$ cat src/design/bcpe_pkg.sv
// Shared constants and types for the cubic Bezier point evaluator.
// No dependencies; every other design file refers to it by scoped names.
package bcpe_pkg;

  // Default fixed-point formats
  localparam int DEF_COORD_FRAC_BITS = 14;
  localparam int DEF_PARAM_FRAC_BITS = 16;

  // Register file geometry
  localparam int NUM_REGS   = 8;
  localparam int REG_IDX_W  = 3;
  localparam int APB_ADDR_W = 5;
  localparam int APB_DATA_W = 32;

  // Number of control points per coordinate
  localparam int NUM_PTS = 4;

  // Pipeline depth: three weight stages, three blend stages
  localparam int WGT_STAGES   = 3;
  localparam int BLEND_STAGES = 3;
  localparam int NUM_STAGES   = WGT_STAGES + BLEND_STAGES;

  // Register indexes, in address order
  typedef enum logic [REG_IDX_W-1:0] {
    REG_P0_X = 3'd0,
    REG_P0_Y = 3'd1,
    REG_P1_X = 3'd2,
    REG_P1_Y = 3'd3,
    REG_P2_X = 3'd4,
    REG_P2_Y = 3'd5,
    REG_P3_X = 3'd6,
    REG_P3_Y = 3'd7
  } reg_idx_t;

  // Per-stage load enables from the pipeline control
  typedef struct packed {
    logic [WGT_STAGES-1:0]   load_wgt;
    logic [BLEND_STAGES-1:0] load_blend;
  } pipe_ctl_t;

endpackage

$ cat src/design/bcpe_blend.sv
// Blend of one coordinate: weight products, adder tree, floor shift, clamp.
// Depends on bcpe_pkg for the control struct and point count.
module bcpe_blend #(
  parameter int COORD_FRAC_BITS = bcpe_pkg::DEF_COORD_FRAC_BITS,
  parameter int PARAM_FRAC_BITS = bcpe_pkg::DEF_PARAM_FRAC_BITS
) (
  input  logic                              clk,
  input  bcpe_pkg::pipe_ctl_t               ctl,
  input  logic [PARAM_FRAC_BITS+2:0]        wgt [bcpe_pkg::NUM_PTS],
  input  logic signed [COORD_FRAC_BITS+1:0] pt [bcpe_pkg::NUM_PTS],
  output logic signed [COORD_FRAC_BITS+1:0] coord
);

  localparam int CW  = COORD_FRAC_BITS + 2;
  localparam int WW  = PARAM_FRAC_BITS + 3;
  localparam int PRW = WW + 1 + CW;
  localparam int SW  = PRW + 1;
  localparam int AW  = PRW + 2;
  localparam logic signed [AW-1:0] LIM_HI = {{(AW-COORD_FRAC_BITS-1){1'b0}}, 1'b1,
                                             {COORD_FRAC_BITS{1'b0}}};
  localparam logic signed [AW-1:0] LIM_LO = -LIM_HI;

  logic signed [PRW-1:0] prod_nxt [bcpe_pkg::NUM_PTS];
  logic signed [PRW-1:0] prod_d_r [bcpe_pkg::NUM_PTS];
  logic signed [SW-1:0]  sum01_e_r, sum23_e_r;
  logic signed [AW-1:0]  acc;
  logic signed [AW-1:0]  acc_sh;
  logic signed [CW-1:0]  coord_nxt;
  logic signed [CW-1:0]  coord_f_r;

  // Multiply each weight by its control point
  always_comb begin
    for (int i = 0; i < bcpe_pkg::NUM_PTS; i++) begin
      prod_nxt[i] = $signed({1'b0, wgt[i]}) * pt[i];
    end
  end

  always_ff @(posedge clk) begin
    if (ctl.load_blend[0]) begin
      prod_d_r <= prod_nxt;
    end
  end

  // First level of the adder tree
  always_ff @(posedge clk) begin
    if (ctl.load_blend[1]) begin
      sum01_e_r <= SW'(prod_d_r[0]) + SW'(prod_d_r[1]);
      sum23_e_r <= SW'(prod_d_r[2]) + SW'(prod_d_r[3]);
    end
  end

  // Final add, floor to coordinate format, clamp to plus or minus one
  assign acc    = AW'(sum01_e_r) + AW'(sum23_e_r);
  assign acc_sh = acc >>> PARAM_FRAC_BITS;

  always_comb begin
    if (acc_sh > LIM_HI) begin
      coord_nxt = LIM_HI[CW-1:0];
    end else if (acc_sh < LIM_LO) begin
      coord_nxt = LIM_LO[CW-1:0];
    end else begin
      coord_nxt = acc_sh[CW-1:0];
    end
  end

  always_ff @(posedge clk) begin
    if (ctl.load_blend[2]) begin
      coord_f_r <= coord_nxt;
    end
  end

  assign coord = coord_f_r;

endmodule

$ cat config.mk
export PLATFORM = sky130hd
export DESIGN_NAME = bcpe_blend
export DESIGN_NICKNAME = d
export VERILOG_FILES = /design/src/design/bcpe_pkg.sv /design/src/design/bcpe_blend.sv
export SDC_FILE = /design/constraint.sdc
export NUM_CORES = 2
export LEC_CHECK = 0
export ABC_AREA = 1
export ABC_CLOCK_PERIOD_IN_PS = 8150
export BUFFER_PORTS_ARGS = -buffer_cell sky130_fd_sc_hd__buf_2
export CAP_MARGIN = 25
export CELL_PAD_IN_SITES_DETAIL_PLACEMENT = 1
export CELL_PAD_IN_SITES_GLOBAL_PLACEMENT = 2
export CORE_MARGIN = 2
export CORE_UTILIZATION = 35
export CTS_BUF_LIST = sky130_fd_sc_hd__clkbuf_8 sky130_fd_sc_hd__clkbuf_16
export DETAILED_ROUTE_END_ITERATION = 8
export PLACE_DENSITY_LB_ADDON = 0.15
export SLEW_MARGIN = 20
export SYNTH_ARGS = -nofsm -noshare
export SYNTH_HDL_FRONTEND = slang
export SYNTH_SLANG_ARGS = --single-unit
$ cat constraint.sdc
create_clock -name clk -period 8.15 [get_ports clk]
set_input_delay 0 -clock clk [delete_from_list [all_inputs] [get_ports clk]]
set_output_delay 0 -clock clk [all_outputs]
set_load 0.05 [all_outputs]
# Word-level counts from Yosys, hierarchy flattened
# Index checks and enable logic that the tools add are counted.
# totals
register_bits	234
latchBits	0
memories	0
rom_bits	0
ramBits	0
output_inout_bits	16
# classes
shift	0
n_addsub	3
n_reduce_logical	1
n_mux	1
n_bitwise	0
magnitude_cmp	2
eq_ne	0
div	0
multipliers	4
# op_table
operator	count
$mul 20x16->36	4
$add 36x36->37	2
$add 37x37->38	1
$gt 22x16->1 const B	1
$lt 22x15->1 const B	1
$mux 16	1
$reduce_or 2->1	1

# Depth between registers and ports, before layout
# depth
ltp_word	3
mapped_depth	28

# Least setup slack after synthesis
# OpenSTA, ideal clock, no wires.
# synth_timing
path_kind	in2reg
start	input pt[7] (netlist bit)
end	register prod_d_r[33] (netlist bit) (data pin)
setup_time_ns	0.262
cell_stages	25
required_time_ns	7.888
path_slack_ns	2.726
arrival_ns	5.162
path_cell_list	clkbuf_1 clkbuf_1 nand2_1 fa_1 inv_1 fa_1 inv_1 fa_1 inv_1 fa_1 fa_1 inv_1 fa_1 inv_1 ha_1 nand2_1 inv_1 nand3_1 nor3_1 nand3_1 nand3_1 nand2_1 o211ai_1 a21oi_1 xor2_1
# synth_rtl
element	line	rtl
from (decl)	bcpe_blend.sv:10	input logic signed [COORD_FRAC_BITS+1:0] pt [bcpe_pkg::NUM_PTS],
to (signal assigned)	bcpe_blend.sv:40	prod_d_r <= prod_nxt;
to (decl)	bcpe_blend.sv:24	logic signed [PRW-1:0] prod_d_r [bcpe_pkg::NUM_PTS];

==> impl_metrics.env <==
export IMPL_status="completed"
export IMPL_htreeDepth=1
export IMPL_max_freq_mhz=177
export IMPL_ios=163
export IMPL_drt_wl_total_mm=167
export IMPL_min_path_type="in -> reg"
export IMPL_grt_max_degree=83
export IMPL_endpoint_kind="flop"
export IMPL_slew_headroom_pct=39.0
export IMPL_syn_to_final_growth_pct=6.20
export IMPL_crit_type="in -> reg"
export IMPL_clk_latency_ns=0.57
export IMPL_period_needed_ns=5.64
export IMPL_drc=0
export IMPL_critPathRequiredTime_ns=8.48
export IMPL_grt_pass1_wl_mm=271
export IMPL_initial_core_util_pct=35.3
export IMPL_cts_buffers_inserted=27
export IMPL_finalCritPeriodShare_pct=69.2
export IMPL_grtUsageMet2_pct=34.3
export IMPL_rows=146
export IMPL_die_area_um2=163000
export IMPL_cts_sinks=234
export IMPL_synthArstFlopShare_pct=0
export IMPL_dp_hpwl_mm=138
export IMPL_cts_tree="done"
export IMPL_critPathArrivalTime_ns=5.96
export IMPL_worst_pin_slew_ns=0.914
export IMPL_die_w_um=404
export IMPL_gr_usage_met1_pct=31.9
export IMPL_ys_ff_latch=234
export IMPL_drv_slew=0
export IMPL_root_buffer="clkbuf_16"
export IMPL_yosysWarnings=0
export IMPL_die_h_um=404
export IMPL_via_per_inst=4.70
export IMPL_multi_input_area_um2=40400
export IMPL_maxCapViolCount=0
export IMPL_hold_viol=0
export IMPL_clk_pin_slew_ns=0.06
export IMPL_ant_nets=0
export IMPL_drt_iter0_markers=1872
export IMPL_gr_total_overflow=0
export IMPL_dr_pass1_iters=5
export IMPL_setup_viol=0
export IMPL_synth_edf_count=234
export IMPL_grt_antenna_before_repair=2
export IMPL_rsz0062_at_grt="no"
export IMPL_synth_main_ff_cell="edfxtp_1"
export IMPL_io_buffers=159
export IMPL_wire_per_inst_um=18.4
export IMPL_netlist_instances=7068
export IMPL_drive_gt1_share_pct=4.22
export IMPL_use_met3_pct=0.764
export IMPL_grt_usage_pct=21.0
export IMPL_synth_cell_types=43
export IMPL_core_area_um2=159000
export IMPL_cp_start_kind="primary input"
export IMPL_syn_area_um2=55900
export IMPL_finalSetupTns_ns=0
export IMPL_cts_buffer_depth=3
export IMPL_grt_pass1_vias=47697
export IMPL_regArea_um2=7030
export IMPL_grt_busiest_layer="met2"
export IMPL_synth_area_per_cell_um2=7.91
export IMPL_path_max_fanout=16
export IMPL_gp_congestion=0.845
export IMPL_syn_nets=8781
export IMPL_nFillCells=19317
export IMPL_clock_skew_ns=0.0155
export IMPL_yosysSeqAreaShare_pct=12.6
export IMPL_final_nets=8726
export IMPL_vias=42780
==> stage by stage <==
step	area (um^2)	std cells	hold WS [ns]	utilization [%]	worst slack, ns
5_1_grt	59400	9105	0.0394	37.4	2.13
2_1_floorplan	55900	7068	0.112	-	2.73
6_report	59400	9106	0.0402	37.4	2.51
4_1_cts	59400	9104	0.00823	37.4	2.51
3_5_place_dp	58400	9052	0.371	36.8	2.06
3_3_place_gp	58400	9052	0.370	36.8	2.08
==> cell type report <==
type | instances | area share, %
flip-flops and latches | 234 | 11.8
inverters | 1994 | 12.6
clock buffers | 27 | 1.14
repair buffers | 167 | 1.47
clock inverters | 21 | 0.455
well taps | 2072 | 4.37
multi-input cells | 4589 | 68.1
diodes | 2 | 0.00843
==> worst max-delay path, stage by stage <==
cell,delay (ns)
dlygate4sd3_1,0.52
buf_2,0.25
or2_2,0.35
fa_1,0.45
fa_1,0.50
inv_1,0.05
fa_1,0.41
fa_1,0.52
fa_1,0.50
inv_1,0.05
fa_1,0.54
inv_1,0.06
ha_1,0.39
nand2_1,0.11
nor2_1,0.10
inv_1,0.06
nor3_1,0.27
nand3_1,0.14
nand3_1,0.16
nand2_1,0.07
o211ai_1,0.15
nand2_1,0.13
nand3b_1,0.10
nand2_1,0.06
==> metal layers <==
metal / part of all wire, % / wire length [um]
met5: 0 / 0
met4: 0.72 / 1210
met3: 2.2 / 3620
met2: 46 / 76300
met1: 51 / 86000
==> cells by family after synthesis <==
logic type                 after synthesis  synth area share, %
xor gates and xnor gates               204                 3.20
adders and majority gates             1566                 47.8
and+or+nand+nor                       2356                 16.8
DFF                                    234                 12.6
AOI/OAI and AO/OA                      463                 4.59
buffers and inverters                 2245                 15.1
==> state kept, by name (all words and copies together) (netlist names) <==
register / cells
coord: 16
prod_d_r: 144
sum01_e_r: 37
sum23_e_r: 37
==> cells in the mapped netlist, types with 13 or more instances <==
| library cell | number | area (um^2) |
|---|---|---|
| a21o_1 | 13 | 97.6 |
| xor2_1 | 144 | 1260 |
| clkbuf_1 | 225 | 845 |
| nand4_1 | 28 | 175 |
| o21a_1 | 14 | 105 |
| nand2_2 | 17 | 106 |
| xnor2_1 | 60 | 526 |
| a21oi_1 | 250 | 1250 |
| edfxtp_1 | 234 | 7030 |
| nand3_1 | 101 | 505 |
| nor3_1 | 26 | 130 |
| nor2_2 | 23 | 144 |
| buf_1 | 25 | 93.8 |
| fa_1 | 946 | 18900 |
| o21ai_0 | 96 | 480 |
| or2_2 | 34 | 213 |
| inv_1 | 1991 | 7470 |
| ha_1 | 620 | 7760 |
| a31oi_1 | 32 | 200 |
| nor2_1 | 294 | 1100 |
| nand2_1 | 1805 | 6780 |
==> what timing repair did <==
action                                 in CTS  in global routing
hold buffers                                4                  0
endpoints found under the hold margin      57                  0
setup buffers                               0                  0
gates resized for setup                     0                  0
==> cells in the final DEF (no fill, tap or decap), types with 6 or more instances in the layout <==
master	n
o21ai_1	8
nor2_2	23
clkbuf_16	27
nor3_1	26
o221ai_1	6
buf_2	158
o21bai_1	12
ha_1	620
a21o_1	13
a31oi_1	32
fa_1	946
nand4_1	28
nand3b_1	10
nor2_1	294
o21a_1	14
a21oi_1	250
or2_2	34
xnor2_1	60
inv_1	1992
a211oi_1	10
edfxtp_1	234
o21ai_0	96
nand2_1	1805
nand3_1	101
nand2_2	17
nor4_1	6
xor2_1	144
o211ai_1	10
==> path summary, 6_finish.rpt <==
path	start	to	slack, ns	depth (start not counted)
worst max-delay path	wgt[0]	prod_d_r[35]	2.51	24
worst min-delay path	wgt[57]	prod_d_r[108]	0.04	3
worst max register to register	prod_d_r[108]	sum01_e_r[24]	4.87	15
worst min register to register	prod_d_r[36]	sum23_e_r[0]	0.55	1
Power is left out: the tool's default activity adds up to more than one toggle a clock period on the data nets, which glitch-free logic cannot reach.
