`src/design/bcpe_pkg.sv`:
```
// Shared constants and types for the cubic Bezier point evaluator.
// No dependencies; every other design file refers to it by scoped names.
package bcpe_pkg;

  // Default fixed-point formats
  localparam int DEF_COORD_FRAC_BITS = 14;
  localparam int DEF_PARAM_FRAC_BITS = 16;

  // Register file geometry
  localparam int NUM_REGS   = 8;
  localparam int REG_IDX_W  = 3;
  localparam int APB_ADDR_W = 5;
  localparam int APB_DATA_W = 32;

  // Number of control points per coordinate
  localparam int NUM_PTS = 4;

  // Pipeline depth: three weight stages, three blend stages
  localparam int WGT_STAGES   = 3;
  localparam int BLEND_STAGES = 3;
  localparam int NUM_STAGES   = WGT_STAGES + BLEND_STAGES;

  // Register indexes, in address order
  typedef enum logic [REG_IDX_W-1:0] {
    REG_P0_X = 3'd0,
    REG_P0_Y = 3'd1,
    REG_P1_X = 3'd2,
    REG_P1_Y = 3'd3,
    REG_P2_X = 3'd4,
    REG_P2_Y = 3'd5,
    REG_P3_X = 3'd6,
    REG_P3_Y = 3'd7
  } reg_idx_t;

  // Per-stage load enables from the pipeline control
  typedef struct packed {
    logic [WGT_STAGES-1:0]   load_wgt;
    logic [BLEND_STAGES-1:0] load_blend;
  } pipe_ctl_t;

endpackage

```
`src/design/bcpe_regs.sv`:
```
// Control-point register file behind an APB-style slave port.
// Depends on bcpe_pkg for register indexes and port widths.
module bcpe_regs #(
  parameter int COORD_FRAC_BITS = bcpe_pkg::DEF_COORD_FRAC_BITS
) (
  input  logic                                  clk,
  input  logic                                  rst_n,
  input  logic                                  psel,
  input  logic                                  penable,
  input  logic                                  pwrite,
  input  logic [bcpe_pkg::APB_ADDR_W-1:0]       paddr,
  input  logic [bcpe_pkg::APB_DATA_W-1:0]       pwdata,
  output logic [bcpe_pkg::APB_DATA_W-1:0]       prdata,
  output logic                                  pready,
  output logic signed [COORD_FRAC_BITS+1:0]     pt_x [bcpe_pkg::NUM_PTS],
  output logic signed [COORD_FRAC_BITS+1:0]     pt_y [bcpe_pkg::NUM_PTS]
);

  localparam int CW = COORD_FRAC_BITS + 2;
  localparam logic signed [CW-1:0] FULL = {2'b01, {COORD_FRAC_BITS{1'b0}}};
  localparam logic signed [CW-1:0] HALF = {3'b001, {(COORD_FRAC_BITS-1){1'b0}}};

  logic signed [CW-1:0]         p0_x_r, p0_y_r, p1_x_r, p1_y_r;
  logic signed [CW-1:0]         p2_x_r, p2_y_r, p3_x_r, p3_y_r;
  logic signed [CW-1:0]         wdata;
  logic signed [CW-1:0]         rdata;
  bcpe_pkg::reg_idx_t           idx;
  logic                         wr_en;

  assign pready = 1'b1;
  assign idx    = bcpe_pkg::reg_idx_t'(paddr[bcpe_pkg::APB_ADDR_W-1:2]);
  assign wr_en  = psel & penable & pwrite;
  assign wdata  = pwdata[CW-1:0];

  // Write the addressed register on the access cycle
  always_ff @(posedge clk) begin
    if (!rst_n) begin
      p0_x_r <= -FULL;
      p0_y_r <= '0;
      p1_x_r <= -HALF;
      p1_y_r <= -HALF;
      p2_x_r <= HALF;
      p2_y_r <= HALF;
      p3_x_r <= FULL;
      p3_y_r <= '0;
    end else if (wr_en) begin
      case (idx)
        bcpe_pkg::REG_P0_X: p0_x_r <= wdata;
        bcpe_pkg::REG_P0_Y: p0_y_r <= wdata;
        bcpe_pkg::REG_P1_X: p1_x_r <= wdata;
        bcpe_pkg::REG_P1_Y: p1_y_r <= wdata;
        bcpe_pkg::REG_P2_X: p2_x_r <= wdata;
        bcpe_pkg::REG_P2_Y: p2_y_r <= wdata;
        bcpe_pkg::REG_P3_X: p3_x_r <= wdata;
        bcpe_pkg::REG_P3_Y: p3_y_r <= wdata;
        default: ;
      endcase
    end
  end

  // Read back the addressed register, sign-extended
  always_comb begin
    case (idx)
      bcpe_pkg::REG_P0_X: rdata = p0_x_r;
      bcpe_pkg::REG_P0_Y: rdata = p0_y_r;
      bcpe_pkg::REG_P1_X: rdata = p1_x_r;
      bcpe_pkg::REG_P1_Y: rdata = p1_y_r;
      bcpe_pkg::REG_P2_X: rdata = p2_x_r;
      bcpe_pkg::REG_P2_Y: rdata = p2_y_r;
      bcpe_pkg::REG_P3_X: rdata = p3_x_r;
      bcpe_pkg::REG_P3_Y: rdata = p3_y_r;
      default:            rdata = '0;
    endcase
  end

  assign prdata = {{(bcpe_pkg::APB_DATA_W-CW){rdata[CW-1]}}, rdata};

  assign pt_x[0] = p0_x_r;
  assign pt_x[1] = p1_x_r;
  assign pt_x[2] = p2_x_r;
  assign pt_x[3] = p3_x_r;
  assign pt_y[0] = p0_y_r;
  assign pt_y[1] = p1_y_r;
  assign pt_y[2] = p2_y_r;
  assign pt_y[3] = p3_y_r;

endmodule

```
`config.mk`:
```
export PLATFORM = sky130hd
export DESIGN_NAME = bcpe_regs
export DESIGN_NICKNAME = d
export VERILOG_FILES = /design/src/design/bcpe_pkg.sv /design/src/design/bcpe_regs.sv
export SDC_FILE = /design/constraint.sdc
export NUM_CORES = 1
export LEC_CHECK = 0
export ABC_CLOCK_PERIOD_IN_PS = 4400
export BUFFER_PORTS_ARGS = -buffer_cell sky130_fd_sc_hd__buf_2
export CORE_AREA = 3 3 116 118
export CTS_CLUSTER_SIZE = 25
export DETAILED_ROUTE_END_ITERATION = 8
export DIE_AREA = 0 0 119 121
export GPL_TIMING_DRIVEN = 0
export PLACE_DENSITY = 0.77
export SLEW_MARGIN = 10
export SYNTH_ARGS = -nofsm -noshare
export SYNTH_HDL_FRONTEND = slang
export SYNTH_SLANG_ARGS = --single-unit
```
`constraint.sdc`:
```
create_clock -name clk -period 4.4 [get_ports clk]
set_input_delay 0.88 -clock clk [delete_from_list [all_inputs] [get_ports clk]]
set_output_delay 0.88 -clock clk [all_outputs]
set_load 0.05 [all_outputs]
```
Yosys cells after proc, flatten, opt, wreduce, memory -nomap -nowiden --
Index checks and enable logic that the tools add are counted.
Word-level totals: register bits 128, bits of input ports 42, output and inout bits 161, word-level logic and storage cells 27
Operators by class: equal/unequal tests 7, mux-type cells 1, bitwise operators 2, reduce and logical (&&, ||, !) cells 9
Operators by type and width (number):
- 16-bit one-hot mux with 8 select lines | 1
- 2-bit AND reduction | 8
- 3-bit == test (second input constant) | 4
- 3-bit by 2-bit == test with 1-bit output (second input constant) | 2
- 3-bit by 1-bit == test with 1-bit output (second input constant) | 1
- 3-bit logical NOT | 1
- 1-bit bitwise AND | 2

Logic depth before layout (Yosys ltp) --
depth after elaboration 3, mapped depth 7, gate-level depth less buffers 4

Least setup slack after synthesis --
Ideal clock, no wire load.
path kind input port to output port, start point in paddr[3] in the netlist's numbering, end point out prdata[16] in the netlist's numbering, arrival time 3231 ps, required time 3520 ps, slack 289 ps, cell stages on the path 7, path buffers 4, cells stage by stage buf_2 buf_2 buf_2 a221oi_1 a221oi_1 nor2_1 buf_4
On the way: longest elaborated chain between the ends 2, elaborated cells between the ends (all ways) 9, classes of those cells 7 x eq/ne; 1 x mux; 1 x reduce/logical
Ends and longest elaborated chain:
- start: declaration | RTL line bcpe_regs.sv:11 | input logic [bcpe_pkg::APB_ADDR_W-1:0] paddr,
- 3-bit == test (tied with other cells) | RTL line bcpe_regs.sv:63 | case (idx)
- 16-bit one-hot mux with 8 select lines (*) | RTL line bcpe_regs.sv:63
- end: declaration | RTL line bcpe_regs.sv:13 | output logic [bcpe_pkg::APB_DATA_W-1:0] prdata,
Every way passes the cells marked *; elsewhere a longest branch is shown, timed or not.

Worst setup path after layout --
start point in paddr[4] in the netlist's numbering, end point out prdata[18] in the netlist's numbering
The elaborated chain is that of the path after synthesis.

==> metrics.md <==
| Metric | Value |
|---|---|
| Yosys reg bits | roughly 130 |
| Synth top area share | 0.415 |
| Mapped cell area | approximately 6000 sq um |
| Crit path max-delay family | buffers and inverters |
| Worst hold slack | 473 ps |
| Slew @ Worst Pin | about 670 ps |
| Post CTS Setup Buffer Count | 0 |
| Max Clock Freq | 0.261 GHz |
| Nets@finish | 999 |
| Number of synthesized flops with an enable pin | 0 |
| Dpl hpwl | 15.9 mm |
| Post-placement cell count | 1110 |
| CTS clk-pin slew, worst paths | 50 ps |
| CTS Hold Bufs | 0 |
| Final core utilization | 0.615 |
| Largest net degree at the start of global routing | 18 |
| Routed Antenna Nets | 0 |
| Fin. max-slew vios | 0 |
| Clock latency on the worst-skew pair | 420 ps |
| Die area | 14400 sq um |
| Count leader, synth | nand2_1 |
| Site row count | 41 |
| Via count | 6081 |
| GRT Residual Overflow | 0 |
| DRC viols | 0 |
| Routed WL | 20.8 mm |
| H-tree Lvls | 4 |
| Critical path class | in -> out |
| Synth-to-layout area growth | 25.1% |
| Slowest CP cell | nor2_2 |
| CTS Buffer Depth | 2 |
| Number of fillers in the final layout | 1157 |
| Clock Tree Root | clkbuf_16 |
| CTS tree | built |
| Pwr Density | around 360 nW/um^2 |
| Worst Path Buf+Inv | 5 |
| Vias per cell | 5.34 |
| Yosys cell types | 36 |
| VDD IR max | 252 uV |
| Core Region | 12600 sq um |
| Die W | 119 um |
| Status | finished, final reports clean |
| CP cell instances | buf_2 -> buf_4 -> buf_1 -> o2bb2ai_1 -> a221oi_1 -> nor2_2 -> buf_4 -> buf_2 |
| Fin cells | 1139 |
| Crit path launch type | input port |
| Hold Crit Class | reg -> reg |
| Synth area leader | dfxtp_1 |
| Yosys warns | 0 |
| Fin crit share | 0.870 |
| Die Y | 121 um |
| Layout cells sized above 1 | 0.274 |
| Main synth FF type | dfxtp_1 |
| TritonCTS Sinks | roughly 130 |
| Syn_nets | 816 |
| Worst path arrival time | 2950 ps |
| DR pass1 iterations | 5 |
| Initial Util | 0.491 |
| Io pins | 203 |
| Synth area leaders | dfxtp_1 (41%), nand2_1 (16%), a21boi_0 (12%), a221oi_1 (3.8%), buf_4 (3.5%) |
| Resize count post-CTS | 0 |
| Final hold violation count | 0 |
| Rel. slew slack | 0.555 |
| Max FO, Critical Path | 17 |
| RD Place Congestion | 0.979 |
| Initial antenna violation count | 0 |
| RSZ-0062 raised after global routing | false |
| CP required | 3520 ps |
| Sequential fraction of the synthesis area | 0.415 |
| Setup_tns | 0 ps |
| Global Route Usage Sum | 0.290 |
| Port Buffers | about 160 |
| ANT cells | 0 |
| Crit. End Element | primary output |
| Final setup vio count | 0 |
| Leakage | 3.27 nW |
| FFs w/ async S/R, synth | 0 |
| Syn avg cell area | 7.98 sq um |
| DRT iter0 DRCs | 509 |
| Synth Instances | about 770 |
| Worst Skew | 0 ps |
| First-pass GRT wire length | 32.1 mm |
| Vias in the first global route | 5789 |
| DR WL/cell | 18.3 um |
| Max-cap check violation count | 0 |
| Critical Path Max Stage Delay | around 540 ps |
| Final min period | 3830 ps |
| Synth cell count leaders | nand2_1 (258), dfxtp_1 (128), a21boi_0 (97) |
| Cts bufs inserted | 17 |
==> layout make-up <==
type / instances / area [sq um] / area share
flip-flops and latches: 128 / 2560 / 0.332
well taps: 172 / 215 / 0.0279
repair buffers: 164 / 821 / 0.106
inverters: 16 / 60.1 / 0.00777
clock buffers: 29 / 510 / 0.0661
plain buffers: 89 / 498 / 0.0645
multi-input cells: 541 / 3060 / 0.396
==> registers in the layout (all words and copies together) (netlist names) <==
name,flops
p0_y_r,16
p3_x_r,16
p0_x_r,16
p3_y_r,16
p1_y_r,16
p2_x_r,16
p2_y_r,16
p1_x_r,16
==> stage by stage <==
stage	setup slack (ps)	cell area (sq um)	power [mW]
global placement	332	7210	1.53
CTS	280	7720	2.76
global route	336	7720	2.82
finish	571	7720	2.75
detailed placement	279	7210	1.54
floorplan	289	6180	1.45
==> worst reg2reg max path, cell delays in order, from the launching register on <==
cell and delay [ps]:
dfxtp_1 410, nand2_1 70, a21boi_0 190
==> final timing paths <==
path                                 start          to  slack [ps]  depth (start not counted)
worst min register to register  p1_x_r[10]  p1_x_r[10]         470                          2
worst max register to register   p1_x_r[7]   p1_x_r[7]        3640                          2
worst min-delay path            p1_x_r[10]  p1_x_r[10]         470                          2
worst max-delay path              paddr[4]  prdata[18]         570                          8
==> kinds of logic after synthesis <==
group / count (synthesis) / synth area share
AND/OR/NAND/NOR: 337 / 0.230
AO/OA/AOI/OAI: 186 / 0.236
flip-flops: 128 / 0.415
buffers and inverters: 105 / 0.0904
multiplexers: 17 / 0.0282
other: 1 / 0.000607
==> power breakdown <==
group,internal [mW],leakage (nW),switching (mW)
clock network,0.770,0.248,0.468
logic,0.0951,1.99,0.242
registers,1.17,1.03,0.00795
total,2.03,3.27,0.718
==> layout by cell type (no fill, tap or decap), drive strengths merged <==
cell / instances
a21boi: 117
a21o: 1
a21oi: 2
a221o: 2
a221oi: 27
a22o: 14
a22oi: 1
a31oi: 3
and2: 1
and4b: 1
buf: 229
clkbuf: 53
conb: 1
dfxtp: 128
inv: 16
mux2: 3
mux2i: 14
nand2: 258
nand2b: 16
nand3: 11
nand4: 1
nand4b: 1
nor2: 37
nor2b: 4
nor3: 2
o211ai: 3
o21ai: 2
o2bb2ai: 14
or2: 3
or3: 2
==> layer usage <==
metal / track usage / vias up / wire length (um)
met5: 0 / - / 0
met4: 0.128 / 0 / 688
met3: 0.0709 / 46 / 1880
met2: 0.465 / 308 / 9560
met1: 0.370 / 2797 / 8680
li1: - / 2930 / -
Power figures use the tool's default switching activity.
