$ cat src/design/bcpe_pkg.sv
// Shared constants and types for the cubic Bezier point evaluator.
// No dependencies; every other design file refers to it by scoped names.
package bcpe_pkg;

  // Default fixed-point formats
  localparam int DEF_COORD_FRAC_BITS = 14;
  localparam int DEF_PARAM_FRAC_BITS = 16;

  // Register file geometry
  localparam int NUM_REGS   = 8;
  localparam int REG_IDX_W  = 3;
  localparam int APB_ADDR_W = 5;
  localparam int APB_DATA_W = 32;

  // Number of control points per coordinate
  localparam int NUM_PTS = 4;

  // Pipeline depth: three weight stages, three blend stages
  localparam int WGT_STAGES   = 3;
  localparam int BLEND_STAGES = 3;
  localparam int NUM_STAGES   = WGT_STAGES + BLEND_STAGES;

  // Register indexes, in address order
  typedef enum logic [REG_IDX_W-1:0] {
    REG_P0_X = 3'd0,
    REG_P0_Y = 3'd1,
    REG_P1_X = 3'd2,
    REG_P1_Y = 3'd3,
    REG_P2_X = 3'd4,
    REG_P2_Y = 3'd5,
    REG_P3_X = 3'd6,
    REG_P3_Y = 3'd7
  } reg_idx_t;

  // Per-stage load enables from the pipeline control
  typedef struct packed {
    logic [WGT_STAGES-1:0]   load_wgt;
    logic [BLEND_STAGES-1:0] load_blend;
  } pipe_ctl_t;

endpackage

$ cat src/design/bcpe_weight.sv
// Bernstein weight pipeline: saturate t, square, cube, scale by three.
// Depends on bcpe_pkg for the control struct and point count.
module bcpe_weight #(
  parameter int PARAM_FRAC_BITS = bcpe_pkg::DEF_PARAM_FRAC_BITS
) (
  input  logic                          clk,
  input  bcpe_pkg::pipe_ctl_t           ctl,
  input  logic [PARAM_FRAC_BITS:0]      curve_param,
  output logic [PARAM_FRAC_BITS+2:0]    wgt [bcpe_pkg::NUM_PTS]
);

  localparam int PW = PARAM_FRAC_BITS + 1;
  localparam int WW = PARAM_FRAC_BITS + 3;
  localparam logic [PW-1:0] PARAM_ONE = {1'b1, {PARAM_FRAC_BITS{1'b0}}};

  // Stage A: saturated t and its complement
  logic [PW-1:0]   t_sat;
  logic [PW-1:0]   t_a_r, s_a_r;
  // Stage B: squares
  logic [2*PW-1:0] ss_full, tt_full;
  logic [PW-1:0]   s_b_r, t_b_r, s2_b_r, t2_b_r;
  // Stage C: cubes and cross terms
  logic [2*PW-1:0] sss_full, sst_full, stt_full, ttt_full;
  logic [PW-1:0]   sst, stt;
  logic [WW-1:0]   w0_nxt, w1_nxt, w2_nxt, w3_nxt;
  logic [WW-1:0]   w0_c_r, w1_c_r, w2_c_r, w3_c_r;

  assign t_sat = (curve_param > PARAM_ONE) ? PARAM_ONE : curve_param;

  always_ff @(posedge clk) begin
    if (ctl.load_wgt[0]) begin
      t_a_r <= t_sat;
      s_a_r <= PARAM_ONE - t_sat;
    end
  end

  // Square both terms, floor to Q1.P
  assign ss_full = s_a_r * s_a_r;
  assign tt_full = t_a_r * t_a_r;

  always_ff @(posedge clk) begin
    if (ctl.load_wgt[1]) begin
      s_b_r  <= s_a_r;
      t_b_r  <= t_a_r;
      s2_b_r <= ss_full[PARAM_FRAC_BITS +: PW];
      t2_b_r <= tt_full[PARAM_FRAC_BITS +: PW];
    end
  end

  // Form the four weights; the middle two carry the factor three
  assign sss_full = s2_b_r * s_b_r;
  assign sst_full = s2_b_r * t_b_r;
  assign stt_full = s_b_r * t2_b_r;
  assign ttt_full = t2_b_r * t_b_r;
  assign sst      = sst_full[PARAM_FRAC_BITS +: PW];
  assign stt      = stt_full[PARAM_FRAC_BITS +: PW];
  assign w0_nxt   = WW'(sss_full[PARAM_FRAC_BITS +: PW]);
  assign w1_nxt   = WW'(sst) + (WW'(sst) << 1);
  assign w2_nxt   = WW'(stt) + (WW'(stt) << 1);
  assign w3_nxt   = WW'(ttt_full[PARAM_FRAC_BITS +: PW]);

  always_ff @(posedge clk) begin
    if (ctl.load_wgt[2]) begin
      w0_c_r <= w0_nxt;
      w1_c_r <= w1_nxt;
      w2_c_r <= w2_nxt;
      w3_c_r <= w3_nxt;
    end
  end

  assign wgt[0] = w0_c_r;
  assign wgt[1] = w1_c_r;
  assign wgt[2] = w2_c_r;
  assign wgt[3] = w3_c_r;

endmodule

$ cat config.mk
export PLATFORM = sky130hd
export DESIGN_NAME = bcpe_weight
export DESIGN_NICKNAME = d
export VERILOG_FILES = /design/src/design/bcpe_pkg.sv /design/src/design/bcpe_weight.sv
export SDC_FILE = /design/constraint.sdc
export NUM_CORES = 2
export LEC_CHECK = 0
export ABC_CLOCK_PERIOD_IN_PS = 16400
export BUFFER_PORTS_ARGS = -buffer_cell sky130_fd_sc_hd__buf_2
export CELL_PAD_IN_SITES_DETAIL_PLACEMENT = 1
export CELL_PAD_IN_SITES_GLOBAL_PLACEMENT = 1
export CORE_MARGIN = 4
export CORE_UTILIZATION = 57
export DETAILED_ROUTE_END_ITERATION = 10
export GPL_TIMING_DRIVEN = 1
export PLACE_DENSITY = 0.95
export SLEW_MARGIN = 0
export SYNTH_ARGS = -nofsm -noshare
export SYNTH_HDL_FRONTEND = slang
export SYNTH_SLANG_ARGS = --single-unit
$ cat constraint.sdc
create_clock -name clk -period 16.4 [get_ports clk]
set_clock_uncertainty 0.05 [all_clocks]
set_input_delay 1.64 -clock clk [delete_from_list [all_inputs] [get_ports clk]]
set_output_delay 1.64 -clock clk [all_outputs]
set_load 0.02 [all_outputs]
---- Word level (Yosys, flattened, before mapping) ----
Index checks and enable logic that the tools add are counted.
word-level totals
  output and inout port bits .............. 76
  bits in read-only memories .............. 0
  latch bits .............................. 0
  input port bits ......................... 24
  bits in registers ....................... 174
  RAM bits ................................ 0
  memories kept ........................... 0
cells by class
  eq/ne operators ......................... 0
  bitwise gates (word level) .............. 0
  shift-type cells ........................ 0
  multipliers ............................. 6
  reduce and logical (&&, ||, !) cells .... 0
  add/subtract/negate cells ............... 3
  magnitude comparators ................... 1
  muxes and demuxes ....................... 1
  divide/modulo/power cells ............... 0
operators with widths
  cell                      count
  $mul A17 B17 Y33          6
  $add A17 B18 Y19          2
  $gt A17 B17 Y1 const B    1
  $mux W17                  1
  $sub A17 B17 Y17 const A  1

---- Logic depth before layout (Yosys ltp) ----
  word-level depth ........................ 3
  depth in mapped cells ................... 39
  mapped depth without buffers ............ 38

---- Worst setup path after synthesis ----
Ideal clock, no wire load.
  path type ............................... register to register
  from .................................... register t_b_r[2]
  to ...................................... register w1_c_r[18], data pin
  library setup time ...................... 266 ps
  arrival ................................. 8084 ps
  clock period less this slack ............ 8400 ps
  stages on the path, launching flop included .. 34
  setup slack ............................. 8000 ps
  cell sequence ........................... edfxtp_1 clkbuf_1 nand2_1 fa_1 fa_1 fa_1 fa_1 inv_1 fa_1 inv_1 fa_1 inv_1 ha_1 and4_1 nand4_1 o22ai_1 or3b_2 a21oi_1 nor2b_1 o21a_1 nor2_1 ha_1 a21o_1 a21oi_1 o21bai_1 a21oi_1 nor2_1 a211oi_1 o21ai_0 maj3_1 a21oi_1 o31ai_2 nand4_1 nand4b_1
on the way
  cells in the longest elaborated chain, start to end .. 2
RTL lines
  element                   RTL line           RTL
  start: declaration        bcpe_weight.sv:21  logic [PW-1:0] s_b_r, t_b_r, s2_b_r, t2_b_r;
  start signal: assignment  bcpe_weight.sv:44  t_b_r <= t_a_r;
  $mul A17 B17 Y33          bcpe_weight.sv:52  assign sst_full = s2_b_r * t_b_r;
  $add A17 B18 Y19          bcpe_weight.sv:58  assign w1_nxt = WW'(sst) + (WW'(sst) << 1);
  via w1_nxt[18]            bcpe_weight.sv:25  logic [WW-1:0] w0_nxt, w1_nxt, w2_nxt, w3_nxt;
  end signal: assignment    bcpe_weight.sv:65  w1_c_r <= w1_nxt;
  end: declaration          bcpe_weight.sv:26  logic [WW-1:0] w0_c_r, w1_c_r, w2_c_r, w3_c_r;
The timed path passes the listed nets, and every way through them passes these cells.
A chain may end at the register's enable or synchronous reset.

---- Final worst setup path ----
  from .................................... register t2_b_r[12]
  to ...................................... register w2_c_r[16], data pin
on the way
  cells in the longest elaborated chain, start to end .. 2
RTL lines
  element                   RTL line           RTL
  start: declaration        bcpe_weight.sv:21
  start signal: assignment  bcpe_weight.sv:46  t2_b_r <= tt_full[PARAM_FRAC_BITS +: PW];
  $mul A17 B17 Y33          bcpe_weight.sv:53  assign stt_full = s_b_r * t2_b_r;
  $add A17 B18 Y19          bcpe_weight.sv:59  assign w2_nxt = WW'(stt) + (WW'(stt) << 1);
  via w2_nxt[16]            bcpe_weight.sv:25
  end signal: assignment    bcpe_weight.sv:66  w2_c_r <= w2_nxt;
  end: declaration          bcpe_weight.sv:26
The timed path passes the listed nets, and every way through them passes these cells.

==> metrics.md <==
| Metric | Value |
|---|---|
| Outcome | `finished clean` |
| Post-synthesis simple-gate area fraction | `0.137` |
| Worst-path maximum fanout | `33` |
| Routability congestion estimate | `0.863` |
| PostCTS Resize Cnt | `0` |
| Worst-skew pair later-pin latency | `620 ps` |
| Cell mode on critical path | `fa_1` |
| Ys Warns | `0` |
| Synth area leaders | `fa_1 (44%), ha_1 (14%), inv_1 (11%), edfxtp_1 (9.0%), nand2_1 (6.1%)` |
| Initial antenna violation count | `11` |
| CTS clk-pin slew, worst paths | `90 ps` |
| Min-Delay Path Class | `reg -> reg` |
| Synth Register Bits | `172` |
| CP Capture Type | `flip-flop` |
| WL final | `245 mm` |
| Vias in the first global route | `58.6k` |
| Critical path launch point type | `flip-flop` |
| Synth top area share | `0.442` |
| Nets | `8009` |
| Dpl ws | `6290 ps` |
| Post-synthesis adder-cell area fraction | `0.584` |
| Clock buffer depth | `2` |
| Max cap viols | `0` |
| Compound-cell area share of the yosys netlist | `0.0365` |
| Rel. slew slack | `0.158` |
| Layout cell share with drive strength beyond 1 | `0.0378` |
| Worst hold slack | `759 ps` |
| Hold-fix buffers at CTS | `0` |
| DRT antenna net count | `0` |
| Clock buffer count from CTS | `17` |
| Setup TNS | `0 ps` |
| Die area | `106000 um^2` |
| Final hold vios | `0` |
| Largest family of logic cells by synthesized area | `adder cells` |
| List of most frequent post-synthesis cells | `inv_1 (1608), fa_1 (1267), nand2_1 (929), ha_1 (650), and2_1 (484)` |
| Post-DR vias/cell | `6.64` |
| Final period utilization | `0.715` |
| Via count | `49.0k` |
| Post-synthesis mux area share | `0.000589` |
| Die Ht | `325 um` |
| Routed length per placed instance | `33.1 um` |
| Post-synth ARST share | `0` |
| Root Driver | `clkbuf_16` |
| Post-synth EDFFs | `172` |
| CTS Sinks | `172` |
| Final setup fails | `0` |
| Syn Std Cell Area | `57300 um^2` |
| Slowest cell delay on critical path | `830 ps` |
| Hold Path Depth | `1` |
| Slowest CP cell | `fa_1` |
| WP data required | `16690 ps` |
| Xor/xnor share of the synthesized area | `0.0288` |
| Setup Crit Path Kind | `reg -> reg` |
| CTS tree | `done` |
| Final Max Tran Viols | `0` |
| CP top delay family | `adder cells` |
| Post-DP HPWL | `156 mm` |
| Count of buffer and inverter cells on the critical path | `4` |
| Most frequent cell after synthesis | `inv_1` |
| Starting Density | `0.573` |
| Largest net degree at the start of global routing | `68` |
| Synth unique cells | `77` |
| Row cnt | `116` |
| Ys flop type | `edfxtp_1` |
| Io pins | `100` |
| Post-Syn Instances | `6130` |
| Port bufs | `92` |
| Post-Syn Area per Cell | `9.35 um^2` |
| First-pass GRT wire length | `365 mm` |
| Total grt overflow | `0` |
| Least-Margin Pin Slew | `1260 ps` |
| RSZ-0062 raised after global routing | `no` |
| # Post-CTS Setup Buffers | `0` |
| Pre-antenna DRT Iters | `6` |
| Post-synthesis sequential area ratio | `0.0901` |
| Area Overhead vs Synth | `4.06%` |
| Final WS setup | `4670 ps` |
| Minimum clock period | `11730 ps` |
| Total core area | `100000 um^2` |
| Tot GR Track Use | `0.472` |
| Reg2Reg Depth | `34` |
| Max Fclk | `0.0853 GHz` |
| CP Depth | `34` |
| Starting DRC count in detailed routing | `5776` |
| Htree depth | `4` |
| Post-synth top area cell | `fa_1` |
| Arr. time, crit path | `12010 ps` |
| DR DRC count | `0` |
| Die W | `325 um` |
[cell families after synthesis]
kind of cell,after synthesis
xor gates and xnor gates,186
AOI/OAI and AO/OA,314
buffers and inverters,1861
adders and majority gates,1918
other,1
DFF,172
and+or+nand+nor,1675
muxes,3
[final cells by class]
cell class | count | area [um^2]
antenna | 8 | 20.0
clock buffer | 17 | 425
clock inverter | 15 | 175
fill | 11200 | 40300
inverter | 1610 | 6040
multi-input combinational | 4100 | 45200
sequential | 172 | 5160
tap | 1298 | 1620
timing repair buffer | 167 | 1030
[flip-flops by register name (all words and copies together), names as in the netlist, 17 cells and up]
register	count
t_a_r	17
t2_b_r	17
s2_b_r	17
w1_c_r	19
w0_c_r	17
w3_c_r	17
w2_c_r	19
s_b_r	17
[layer usage]
| layer | vias to the layer above | GRT usage | wire length (um) |
|---|---|---|---|
| met5 | - | 0.00543 | 78 |
| met4 | 8 | 0.468 | 31300 |
| met3 | 2354 | 0.189 | 30200 |
| met2 | 4713 | 0.739 | 112000 |
| met1 | 24100 | 0.470 | 71700 |
| li1 | 17800 | - | - |
[through the flow]
| stage | cell area (um^2) | instances | utilization |
|---|---|---|---|
| after floorplan | 57300 | 6133 | - |
| after global placement | 59000 | 7347 | 0.590 |
| after detailed placement | 59000 | 7347 | 0.590 |
| after CTS | 59600 | 7379 | 0.596 |
| after global routing | 59600 | 7380 | 0.596 |
| final | 59700 | 7387 | 0.597 |
[worst register-to-register path, delay by kind of cell, from the launching register on]
kind	cells	cell delay (ps)
xor+xnor	2	390
fa+ha+maj	8	4080
compound gates	10	3250
flops	1	370
buf+inv	4	1210
simple gates	10	2120
[cells in the final DEF, fill, tap and decap left out, drive strengths merged, types with 4 or more instances in the layout]
master      n
a311oi      4
inv      1617
a21o       47
a31oi      10
o21bai     16
nand2b     17
nor2      105
nor3       21
conb        4
nor2b      32
or3         4
or2         6
fa       1267
xnor2     137
and3       20
o31a        6
a211o       4
o2111ai     5
nand4      12
nor4        5
xor2       48
o211ai      9
edfxtp    172
o21ai      49
nand3      27
nand2     929
diode       8
a211oi      9
and2      485
clkinv      6
ha        650
o21a       16
o31ai       7
a21oi     101
buf       167
clkbuf     17
[worst paths after layout]
| check | end | slack [ps] | startpoint |
|---|---|---|---|
| setup / recovery | w2_c_r[16]$_DFFE_PP_ | 4670 | t2_b_r[12]$_DFFE_PP_ |
| hold / removal | s_b_r[10]$_DFFE_PP_ | 760 | s_a_r[10]$_DFFE_PP_ |
| setup reg to reg | w2_c_r[16]$_DFFE_PP_ | 4670 | t2_b_r[12]$_DFFE_PP_ |
| hold reg to reg | s_b_r[10]$_DFFE_PP_ | 760 | s_a_r[10]$_DFFE_PP_ |
Power is not shown: default switching activity piles up to over one toggle a cycle in this logic, so the estimate is an artifact.
