`src/design/bcpe_pkg.sv`:
```
// Shared constants and types for the cubic Bezier point evaluator.
// No dependencies; every other design file refers to it by scoped names.
package bcpe_pkg;

  // Default fixed-point formats
  localparam int DEF_COORD_FRAC_BITS = 14;
  localparam int DEF_PARAM_FRAC_BITS = 16;

  // Register file geometry
  localparam int NUM_REGS   = 8;
  localparam int REG_IDX_W  = 3;
  localparam int APB_ADDR_W = 5;
  localparam int APB_DATA_W = 32;

  // Number of control points per coordinate
  localparam int NUM_PTS = 4;

  // Pipeline depth: three weight stages, three blend stages
  localparam int WGT_STAGES   = 3;
  localparam int BLEND_STAGES = 3;
  localparam int NUM_STAGES   = WGT_STAGES + BLEND_STAGES;

  // Register indexes, in address order
  typedef enum logic [REG_IDX_W-1:0] {
    REG_P0_X = 3'd0,
    REG_P0_Y = 3'd1,
    REG_P1_X = 3'd2,
    REG_P1_Y = 3'd3,
    REG_P2_X = 3'd4,
    REG_P2_Y = 3'd5,
    REG_P3_X = 3'd6,
    REG_P3_Y = 3'd7
  } reg_idx_t;

  // Per-stage load enables from the pipeline control
  typedef struct packed {
    logic [WGT_STAGES-1:0]   load_wgt;
    logic [BLEND_STAGES-1:0] load_blend;
  } pipe_ctl_t;

endpackage

```
`src/design/bcpe_ctl.sv`:
```
// Pipeline flow control: per-stage valid bits and load enables.
// Depends on bcpe_pkg for the stage count and the control struct.
module bcpe_ctl (
  input  logic                clk,
  input  logic                rst_n,
  input  logic                in_valid,
  output logic                in_stall,
  output logic                out_valid,
  input  logic                out_stall,
  output bcpe_pkg::pipe_ctl_t ctl
);

  localparam int N = bcpe_pkg::NUM_STAGES;

  logic [N-1:0] valid_r;
  logic [N-1:0] valid_nxt;
  logic [N-1:0] ready;
  logic [N-1:0] load;
  logic [N-1:0] feed;

  // A stage may take new data when empty or when its contents move on
  always_comb begin
    ready[N-1] = ~valid_r[N-1] | ~out_stall;
    for (int k = N - 2; k >= 0; k--) begin
      ready[k] = ~valid_r[k] | ready[k+1];
    end
  end

  assign feed = {valid_r[N-2:0], in_valid};
  assign load = feed & ready;

  // Advance valid bits wherever a stage is ready
  always_comb begin
    for (int k = 0; k < N; k++) begin
      valid_nxt[k] = ready[k] ? feed[k] : valid_r[k];
    end
  end

  always_ff @(posedge clk) begin
    if (!rst_n) begin
      valid_r <= '0;
    end else begin
      valid_r <= valid_nxt;
    end
  end

  assign in_stall       = ~ready[0];
  assign out_valid      = valid_r[N-1];
  assign ctl.load_wgt   = load[bcpe_pkg::WGT_STAGES-1:0];
  assign ctl.load_blend = load[N-1:bcpe_pkg::WGT_STAGES];

endmodule

```
`config.mk`:
```
export PLATFORM = sky130hd
export DESIGN_NAME = bcpe_ctl
export DESIGN_NICKNAME = d
export VERILOG_FILES = /design/src/design/bcpe_pkg.sv /design/src/design/bcpe_ctl.sv
export SDC_FILE = /design/constraint.sdc
export NUM_CORES = 1
export LEC_CHECK = 0
export BUFFER_PORTS_ARGS = -buffer_cell sky130_fd_sc_hd__buf_4
export CAP_MARGIN = 20
export CORE_AREA = 2 2 39 41
export CTS_CLUSTER_DIAMETER = 50
export CTS_CLUSTER_SIZE = 25
export DETAILED_ROUTE_END_ITERATION = 10
export DIE_AREA = 0 0 41 43
export REMOVE_ABC_BUFFERS = 1
export SYNTH_ARGS = -nofsm -noshare
export SYNTH_HDL_FRONTEND = slang
export SYNTH_SLANG_ARGS = --single-unit
```
`constraint.sdc`:
```
create_clock -name clk -period 2.46 [get_ports clk]
set_input_delay 0.369 -clock clk [delete_from_list [all_inputs] [get_ports clk]]
set_output_delay 0.369 -clock clk [all_outputs]
set_load 0.005 [all_outputs]
```
* Yosys cells after proc, flatten, opt, wreduce, memory -nomap -nowiden
Index checks and enable logic that the tools add are counted.
** Cells by class
- Bitwise logic cells :: 15
** Operators by type and width (number)
- $not 1->1 :: 8
- $and 6x6->6 :: 1
- $or 1x1->1 :: 6
** Word-level totals
- Flip-flop bits (word level) :: 6
- Output and inout bits :: 8

* Longest topological paths before layout
Gate-level depths: netlist (run 1).
- Depth after elaboration :: 8
- Mapped depth :: 2

* Worst setup path before layout (run 1)
No wires, ideal clock.
- Path type :: in2out
- From :: input out_stall
- To :: output ctl[5] in the netlist's numbering
- Arrival time :: 787 ps
- Required time :: 2091 ps
- Path slack :: 1304 ps
- Cell stages on the path :: 2
- Buffers on the path :: 0
- Path through :: and4_2 a21boi_0
** RTL lines
- start, declared :: RTL line bcpe_ctl.sv:9 : input logic out_stall,
- end, declared :: RTL line bcpe_ctl.sv:10 : output bcpe_pkg::pipe_ctl_t ctl

==> results.txt, run 1 <==
----------------------------------------------------
[Clocking]
  Maximum number of buffers from clock root to sink ... 2
  Cts repair resizes ... 0
  Sinks on the clock net ... 6
  Root buf cell ... clkbuf_4
  Number of buffers inserted by hold repair at cts ... 0
  H-tree depth ... 1
  Total clock buffers created by CTS ... 3
  TritonCTS clock tree ... done
  Clock-pin slew reported for the worst setup and hold paths after clock tree synthesis ... 0.04 ns
  Skew-Pair Late Insertion Delay ... 0.24 ns
  Number of buffers inserted by post-CTS setup repair ... 0

[Timing]
  Time the worst path needs with I/O delays and setup ... 1.56 ns
  Setup tns final ... 0 ns
  Normalized max-slew margin ... 0.849
  Fmax achieved ... 0.643 GHz
  Transition time at the pin with the least slew margin ... 0.227 ns
  Setup-violating endpoint count in the final report ... 0
  Unrepaired setup endpoints after global routing ... false
  Crit share post-route ... 0.633
  Hold violation count in the final report ... 0
  Layout Skew ... 0.000773 ns
  Slew Viols, Final ... 0

[Finish]
  Share of layout cells above drive strength 1 ... 0.400
  Count of inserted antenna diode cells ... 0
  Register name with the most flops ... valid_r
  Util after Layout ... 0.297
  Most common cell after layout, fill and taps aside ... buf_4
  Synthesis-to-layout area growth ... 43.9%
  Flip-flop count of the largest register, all copies and words added ... 6
  Number of nets in the finished design ... 51
  Most frequent cells in the layout ... 11 x buf_4, 6 x dfxtp_1, 5 x nand2_1
  Largest registers ranked by flip-flop count ... valid_r (6)

[Detailed routing]
  Average via count per standard cell ... 4.36
  Routed wire length ... 568 um
  Number of remaining DRC errors ... 0
  Antenna violation net count after detailed routing ... 0
  Number of detailed-routing iterations run before antenna repair ... 4
  Routed len/inst ... 9.31 um
  Via count ... 266
  Iteration-0 DRC count of the detailed router ... 1

[Setup path]
  Worst Path Required ... 2.09 ns
  Crit start category ... register
  Arrival time of the worst setup path ... 1.19 ns
  Capturing element type of the critical path ... primary output
  Maximum net fanout on the critical path ... 7
  Type of the setup path with the least slack ... register to primary output

[Pwr]
  Worst-case vdd ir drop ... 0.181 mV
  Leakage power of the design ... 0.172 nW
  Power per standard cell area ... 513 mW/mm2

[Synth]
  Number of distinct library cells after synthesis ... 15
  Area fraction of the dominant cell type after synthesis ... 0.421
  Synth warn ... 0
  Sequential-to-total area share from yosys stat ... 0.421
  Largest area contributor in the synthesized netlist ... dfxtp_1
  Netlist area before placement ... 285 um2
  Total of flip-flops plus latches after synthesis ... 6
  Number of instances in the synthesized netlist ... 31
  Dominant cells by area after synthesis ... dfxtp_1 42%, a21boi_0 7.9%, o21a_1 7.9%, nand4_4 7.5%, nand2_1 6.6%
  Avg Synthesized Cell Area ... 9.20 um2

[Outcome]
  Status ... finished, final reports clean

[Global route]
  Global-route wire length before repair ... 883 um
  Maximum number of pins on one net before global-route repair ... 9
  Grt ovf ... 0
  Number of global-route vias before repair ... 208
  Initial antenna violation count ... 0
  Overall track demand over capacity in global routing ... 0.0794

[Floorplan]
  Die area ... 0.00176 mm2
  Core box area ... 0.00138 mm2
  Die Span X ... 41 um
  I/O pins ... 12
  Initial standard-cell utilization of the core ... 0.206
  Cell row count ... 14
  Die height ... 43 um

[Min path]
  Worst hold path class ... primary input to register

[Flow run]
  Max-cap violations ... 0

[Placed design]
  HPWL after detailed placement ... 432 um
  Number of input and output port buffers inserted ... 11
  GP Congestion ... 0.669

----------------------------------------------------
routing by layer:
metal | share of wire | global-route usage
met1 | 0.48 | 0.0968
met2 | 0.40 | 0.0906
met5 | 0 | 0
met4 | 0 | 0.0600
met3 | 0.12 | 0.0576
final cells by class:
type | instances | area (um2)
inverter | 1 | 3.75
clock buffer | 3 | 22.5
timing repair buffer | 11 | 82.6
tap | 16 | 20.0
multi-input combinational | 24 | 161
fill | 154 | 973
sequential | 6 | 120
where the power goes:
part           internal [mW]  total (mW)  switching [mW]
clock                 0.0551      0.0895          0.0344
sequential             0.100       0.103         0.00294
combinational         0.0106      0.0180         0.00736
total                  0.166       0.211          0.0447
through the flow:
stage / instances / hold WS, ns / worst slack, ns / total power [mW] / area [um2]
floorplan: 31 / 0.474 / 1.30 / 0.110 / 285
global placement: 58 / 0.499 / 0.984 / 0.123 / 388
detailed placement: 58 / 0.507 / 1.05 / 0.123 / 388
CTS: 61 / 0.344 / 0.882 / 0.216 / 410
global route: 61 / 0.343 / 0.828 / 0.227 / 410
finish: 61 / 0.350 / 0.904 / 0.211 / 410
synth_stat cells, drive strengths merged:
cell	number
nand4	1
nor2b	1
and4	1
and2	2
o21a	3
dfxtp	6
inv	1
o21ai	2
nand2	5
o31ai	1
a21oi	1
nand3	3
a21boi	3
nor2	1
cell families (layout without fill, tap and decap cells):
kind of cell           Yosys count  in the layout  synth area share
AO/OA/AOI/OAI                   10             10             0.254
buffers and inverters            1             15            0.0131
flip-flops                       6              6             0.421
AND/OR/NAND/NOR                 14             14             0.311
worst paths after layout:
path                                start                 endpoint  slack, ns  cells past startpoint
hold reg to reg   valid_r[0]$_SDFFE_PN0P_  valid_r[0]$_SDFFE_PN0P_       0.51                      2
setup / recovery  valid_r[5]$_SDFFE_PN0P_                   ctl[0]       0.90                      3
setup reg to reg  valid_r[5]$_SDFFE_PN0P_  valid_r[0]$_SDFFE_PN0P_       1.52                      2
hold / removal                   in_valid  valid_r[0]$_SDFFE_PN0P_       0.35                      3
worst max-delay path, stage by stage (launching register included):
cell and delay [ns]:
dfxtp_1 0.43, nand4_4 0.16, and2_2 0.23, buf_4 0.13
Power figures use the tool's default switching activity.
==> run 2: changes to the inputs <==
Clock period 2.46 ns to 1.31 ns, I/O delays scaled along.
==> run 2 against run 1 <==
Net effect: clock skew about the same; combinational power rose by 92%; global-route usage increased by 0.70 points; non-clock buffer count rose by 1; wire length is 5.8% higher; critical path depth did not move; sequential power grew 84%; final area is 6.4% higher; utilization increased by 1.9 points; critical endpoint is now ctl[3].
==> results.txt, run 2 (synthesis gave the netlist of run 1 again) <==
----------------------------------------------------
[Clocking]
  H-tree depth ... 1 (unchanged)
  Total clock buffers created by CTS ... 3 (unchanged)
  Maximum number of buffers from clock root to sink ... 2 (unchanged)
  Root buf cell ... clkbuf_4
  Sinks on the clock net ... 6 (unchanged)
  Skew-Pair Late Insertion Delay ... 0.24 ns (about the same)
  Clock-pin slew reported for the worst setup and hold paths after clock tree synthesis ... 0.04 ns (about the same)
  TritonCTS clock tree ... done

[Finish]
  Fin cells ... 62 (+1.6%)
  Fin area ... 437 um2 (+6.4%)
  Flip-flop count of the largest register, all copies and words added ... 6 (unchanged)
  Most common cell after layout, fill and taps aside ... buf_4
  Register name with the most flops ... valid_r
  Count of inserted antenna diode cells ... 0 (unchanged)
  Most frequent cells in the layout ... 12 x buf_4, 5 x nand2_1
  Synthesis-to-layout area growth ... 53.1%
  Number of nets in the finished design ... 52 (+2.0%)
  Util after Layout ... 0.316 (+0.0190)
  Largest registers ranked by flip-flop count ... valid_r (6)
  Share of layout cells above drive strength 1 ... 0.543 (+0.143)

[Detailed routing]
  Antenna violation net count after detailed routing ... 0 (unchanged)
  Average via count per standard cell ... 4.34 (-0.50%)
  Routed len/inst ... 9.69 um (+4.1%)
  Iteration-0 DRC count of the detailed router ... 1 (unchanged)
  Number of detailed-routing iterations run before antenna repair ... 2 (-2)
  Number of remaining DRC errors ... 0 (unchanged)
  Routed wire length ... 601 um (+5.8%)
  Via count ... 269 (+1.1%)

[Floorplan]
  Core box area ... 0.00138 mm2 (unchanged)
  Initial standard-cell utilization of the core ... 0.206 (unchanged)
  Die height ... 43 um (unchanged)
  Cell row count ... 14 (unchanged)
  Die area ... 0.00176 mm2 (unchanged)
  Die Span X ... 41 um (unchanged)
  I/O pins ... 12 (unchanged)

[Setup path]
  Terminus of the critical flop-to-flop path ... valid_r[1]$_SDFFE_PN0P_
  Launching element of the worst setup path ... valid_r[5]$_SDFFE_PN0P_
  Worst Path Required ... 1.11 ns (-0.98 ns)
  Arrival time of the worst setup path ... 1.08 ns (-0.11 ns)
  Type of the setup path with the least slack ... register to primary output
  Number of cells traversed by the worst register-to-register path ... 3 (+1)
  Capturing element type of the critical path ... primary output
  Setup slack of the most critical reg-to-reg path ... 0.43 ns (-1.09 ns)
  Critical R2R Launch ... valid_r[5]$_SDFFE_PN0P_
  Maximum net fanout on the critical path ... 7 (unchanged)
  Crit start category ... register

[Timing]
  Layout Skew ... 0.000722 ns (-0.0000514 ns)
  Setup tns final ... 0 ns (unchanged)
  Slew Viols, Final ... 0 (unchanged)
  Unrepaired setup endpoints after global routing ... true
  Normalized max-slew margin ... 0.897 (+0.0478)
  PnR worst setup slack ... 0.0350 ns (-0.869 ns)
  Transition time at the pin with the least slew margin ... 0.154 ns (-0.0723 ns)
  Time the worst path needs with I/O delays and setup ... 1.27 ns
  Hold violation count in the final report ... 0 (unchanged)
  Crit share post-route ... 0.973
  Setup-violating endpoint count in the final report ... 0 (unchanged)
  Fmax achieved ... 0.784 GHz

[Global route]
  Grt ovf ... 0 (unchanged)
  Initial antenna violation count ... 0 (unchanged)
  Overall track demand over capacity in global routing ... 0.0864 (+0.00704)
  Number of global-route vias before repair ... 206 (-0.96%)
  Maximum number of pins on one net before global-route repair ... 9 (unchanged)
  Global-route wire length before repair ... 931 um (+5.4%)

[Pwr]
  Net switching share of the total power ... 0.213 (+0.00105)
  Relative contribution of the clock network to total power ... 0.426 (about the same)
  Leakage power of the design ... 0.182 nW (+5.5%)
  Portion of total power attributed to combinational logic ... 0.088 (+0.003)
  Sequential share of power ... 0.485 (-0.005)
  Worst-case vdd ir drop ... 0.243 mV (+34%)
  Power per standard cell area ... 896 mW/mm2 (+75%)
  Internal cell power ... 0.308 mW (+85%)
  Sw Pwr ... 0.0835 mW (+87%)

[Placed design]
  GP Congestion ... 0.665 (-0.52%)
  Number of input and output port buffers inserted ... 11 (unchanged)
  HPWL after detailed placement ... 444 um (+2.8%)
  Place WS ... 0.185 ns (-0.864 ns)
  Post-DP Area ... 388 um2 (unchanged)
  Number of cells after detailed placement ... 58 (unchanged)

[Flow run]
  Max-cap violations ... 0 (unchanged)

[Min path]
  Hold Path Stages ... 3 (unchanged)
  Worst hold path class ... primary input to register
  End of the worst hold path ... valid_r[0]$_SDFFE_PN0P_
  Launch point of the worst hold path ... in_valid

[Outcome]
  Status ... finished, final reports clean

----------------------------------------------------
[run 2: changes by cell type in the layout (fill, tap and decap cells not counted), sizes merged]
cell  delta
buf      +1
[run 2: repair_timing]
item,4_1_cts,5_1_grt
pin swaps,0,4
endpoints found under the setup margin,4,4
resized for setup,7,4
setup buffers,0,1
hold buffers,0,0
gates cloned,0,0
[run 2: worst max path at each step]
stage	depth (start not counted)	endpoint	slack, ns
after detailed placement	3	ctl[0]	0.18
after CTS	3	ctl[0]	0.006
after floorplan	2	ctl[0]	0.34
after global routing	3	ctl[4]	-0.03
after global placement	3	ctl[0]	0.17
final	3	ctl[3]	0.04
[run 2: per-stage QoR]
stage / hold WS (ns) / power [mW]
floorplan: 0.309 / 0.207
global placement: 0.422 / 0.231
detailed placement: 0.419 / 0.231
CTS: 0.158 / 0.404
global route: 0.157 / 0.426
finish: 0.169 / 0.391
[run 2: layout make-up]
class                           count  area, um2
Sequential cell                     6        134
Clock buffer                        3       22.5
Multi-Input combinational cell     24        166
Fill cell                         151        947
Tap cell                           16       20.0
Timing Repair Buffer               12       90.1
Inverter                            1       3.75
[run 2: per-layer routing]
metal	global-route usage	wire [um]
met1	0.123	305
met2	0.0750	220
met3	0.0628	60
met4	0.0800	15
met5	0	0
[run 2: power by group through the flow]
stage	clock network [mW]	registers, mW	logic (mW)
after floorplan	0	0.196	0.0117
after global placement	0	0.197	0.0343
after detailed placement	0	0.197	0.0340
after CTS	0.179	0.191	0.0342
after global routing	0.198	0.190	0.0379
final	0.167	0.190	0.0345
[run 2: critical path, cell delays in order, from the launching register on]
cell and delay, ns:
dfxtp_4 0.37, nand4_4 0.14, o21a_1 0.20, buf_4 0.13
==> run 3: changes to the inputs <==
Settings changed: CTS_BUF_LIST set to sky130_fd_sc_hd__clkbuf_16.
==> run 3 against run 2 <==
Net effect: wire length up 5.7%; clock skew about the same; register-to-register slack better by 0.04 ns; die area unchanged; worst hold slack better by 0.013 ns; sequential share of layout area down 3.1 points; clock-buffer cell count unchanged; maximum frequency up 0.33%.
==> results.txt, run 3 (synthesis gave the netlist of run 1 again) <==
----------------------------------------------------
[Outcome]
  Status ... finished, final reports clean

[Detailed routing]
  Average via count per standard cell ... 4.44 (+2.4%)
  Number of detailed-routing iterations run before antenna repair ... 2 (unchanged)
  Number of remaining DRC errors ... 0 (unchanged)
  Iteration-0 DRC count of the detailed router ... 4 (+3)
  Routed len/inst ... 10.4 um (+7.4%)
  Via count ... 271 (+0.74%)
  Antenna violation net count after detailed routing ... 0 (unchanged)
  Routed wire length ... 635 um (+5.7%)

[Floorplan]
  Die area ... 0.00176 mm2 (unchanged)
  Core box area ... 0.00138 mm2 (unchanged)
  Cell row count ... 14 (unchanged)
  Initial standard-cell utilization of the core ... 0.206 (unchanged)
  Die height ... 43 um (unchanged)
  Die Span X ... 41 um (unchanged)
  I/O pins ... 12 (unchanged)

[Global route]
  Global-route wire length before repair ... 966 um (+3.8%)
  Maximum number of pins on one net before global-route repair ... 9 (unchanged)
  Grt ovf ... 0 (unchanged)
  Initial antenna violation count ... 0 (unchanged)
  Overall track demand over capacity in global routing ... 0.0925 (+0.00603)
  Number of global-route vias before repair ... 215 (+4.4%)

[Timing]
  Hold violation count in the final report ... 0 (unchanged)
  Transition time at the pin with the least slew margin ... 0.181 ns (+0.0273 ns)
  Setup-violating endpoint count in the final report ... 0 (unchanged)
  Unrepaired setup endpoints after global routing ... true
  Setup tns final ... 0 ns (unchanged)
  Crit share post-route ... 0.970 (-0.00317)
  Time the worst path needs with I/O delays and setup ... 1.27 ns (-0.00415 ns)
  Normalized max-slew margin ... 0.879 (-0.0177)
  Fmax achieved ... 0.787 GHz (+0.33%)
  Layout Skew ... 0.000374 ns (-0.000348 ns)
  Slew Viols, Final ... 0 (unchanged)

[Clocking]
  Clock-pin slew reported for the worst setup and hold paths after clock tree synthesis ... 0.03 ns (about the same)
  Skew-Pair Late Insertion Delay ... 0.23 ns (about the same)
  H-tree depth ... 1 (unchanged)
  Number of buffers inserted by post-CTS setup repair ... 0 (unchanged)
  Sinks on the clock net ... 6 (unchanged)
  TritonCTS clock tree ... done
  Root buf cell ... clkbuf_16
  Maximum number of buffers from clock root to sink ... 2 (unchanged)
  Total clock buffers created by CTS ... 3 (unchanged)

[Finish]
  Most common cell after layout, fill and taps aside ... buf_4
  Synthesis-to-layout area growth ... 65.8%
  Count of inserted antenna diode cells ... 0 (unchanged)
  Fin cells ... 61 (-1.6%)
  Number of nets in the finished design ... 51 (-1.9%)
  Most frequent cells in the layout ... 11 x buf_4, 5 x nand2_1, 3 x nand3_1, 3 x o21a_1, 3 x clkbuf_16
  Register name with the most flops ... valid_r
  Share of layout cells above drive strength 1 ... 0.489 (-0.0546)
  Flip-flop count of the largest register, all copies and words added ... 6 (unchanged)
  Largest registers ranked by flip-flop count ... valid_r (6)

[Pwr]
  Worst-case vdd ir drop ... 0.546 mV (+120%)
  Power per standard cell area ... 1520 mW/mm2 (+69%)
  Leakage power of the design ... 0.199 nW (+9.5%)

[Setup path]
  Maximum net fanout on the critical path ... 7 (unchanged)
  Crit start category ... register
  Arrival time of the worst setup path ... 1.07 ns (about the same)
  Number of cells traversed by the worst register-to-register path ... 2 (-1)
  Worst Path Required ... 1.11 ns (about the same)
  Capturing element type of the critical path ... primary output
  Type of the setup path with the least slack ... register to primary output

[Placed design]
  HPWL after detailed placement ... 444 um (unchanged)
  GP Congestion ... 0.665 (unchanged)
  Number of cells after detailed placement ... 58 (unchanged)
  Number of input and output port buffers inserted ... 11 (unchanged)

[Flow run]
  Max-cap violations ... 0 (unchanged)

[Min path]
  Hold Path Stages ... 3 (unchanged)
  Worst hold path class ... primary input to register

----------------------------------------------------
-- run 3: through the flow --
stage	util	worst slack [ns]	power, mW	hold WS (ns)	area [um2]
after floorplan	-	0.342	0.207	0.309	285
after global routing	0.342	-0.000123	0.747	0.192	473
final	0.342	0.0392	0.718	0.182	473
after detailed placement	0.280	0.185	0.231	0.419	388
after global placement	0.280	0.171	0.231	0.422	388
after CTS	0.337	0.00841	0.730	0.182	467
-- run 3: worst max-delay path, cell delays in order, from the launching register on --
cell and delay, ns:
dfxtp_2 0.35, nand4_4 0.15, and2_2 0.22, buf_4 0.13
-- run 3: layout make-up --
class                           instances  area (um2)
Fill cell                             145         911
Multi-Input combinational cell         24         161
Sequential cell                         6         130
Timing Repair Buffer                   11        82.6
Clock buffer                            3        75.1
Tap cell                               16        20.0
Inverter                                1        3.75
-- run 3: power by group --
group	internal [mW]	switching [mW]	total [mW]
combinational	0.0201	0.0135	0.0336
sequential	0.185	0.00621	0.192
clock	0.392	0.101	0.493
total	0.597	0.121	0.718
-- run 3: per-layer routing --
metal	part of all wire	track usage	up-vias
li1	-	-	138
met1	0.50	0.126	115
met2	0.35	0.0813	14
met3	0.11	0.0628	4
met4	0.044	0.100	0
met5	0	0	-
-- run 3: timing repair --
item / 4_1_cts / 5_1_grt
resized for setup: 3 / 4
hold buffers: 0 / 0
endpoints found under the setup margin: 4 / 4
-- run 3: worst paths after layout --
check | startpoint | end | slack, ns
max reg2reg | valid_r[4]$_SDFFE_PN0P_ | valid_r[3]$_SDFFE_PN0P_ | 0.47
min reg2reg | valid_r[3]$_SDFFE_PN0P_ | valid_r[4]$_SDFFE_PN0P_ | 0.49
min | in_valid | valid_r[0]$_SDFFE_PN0P_ | 0.18
max | valid_r[3]$_SDFFE_PN0P_ | ctl[0] | 0.04
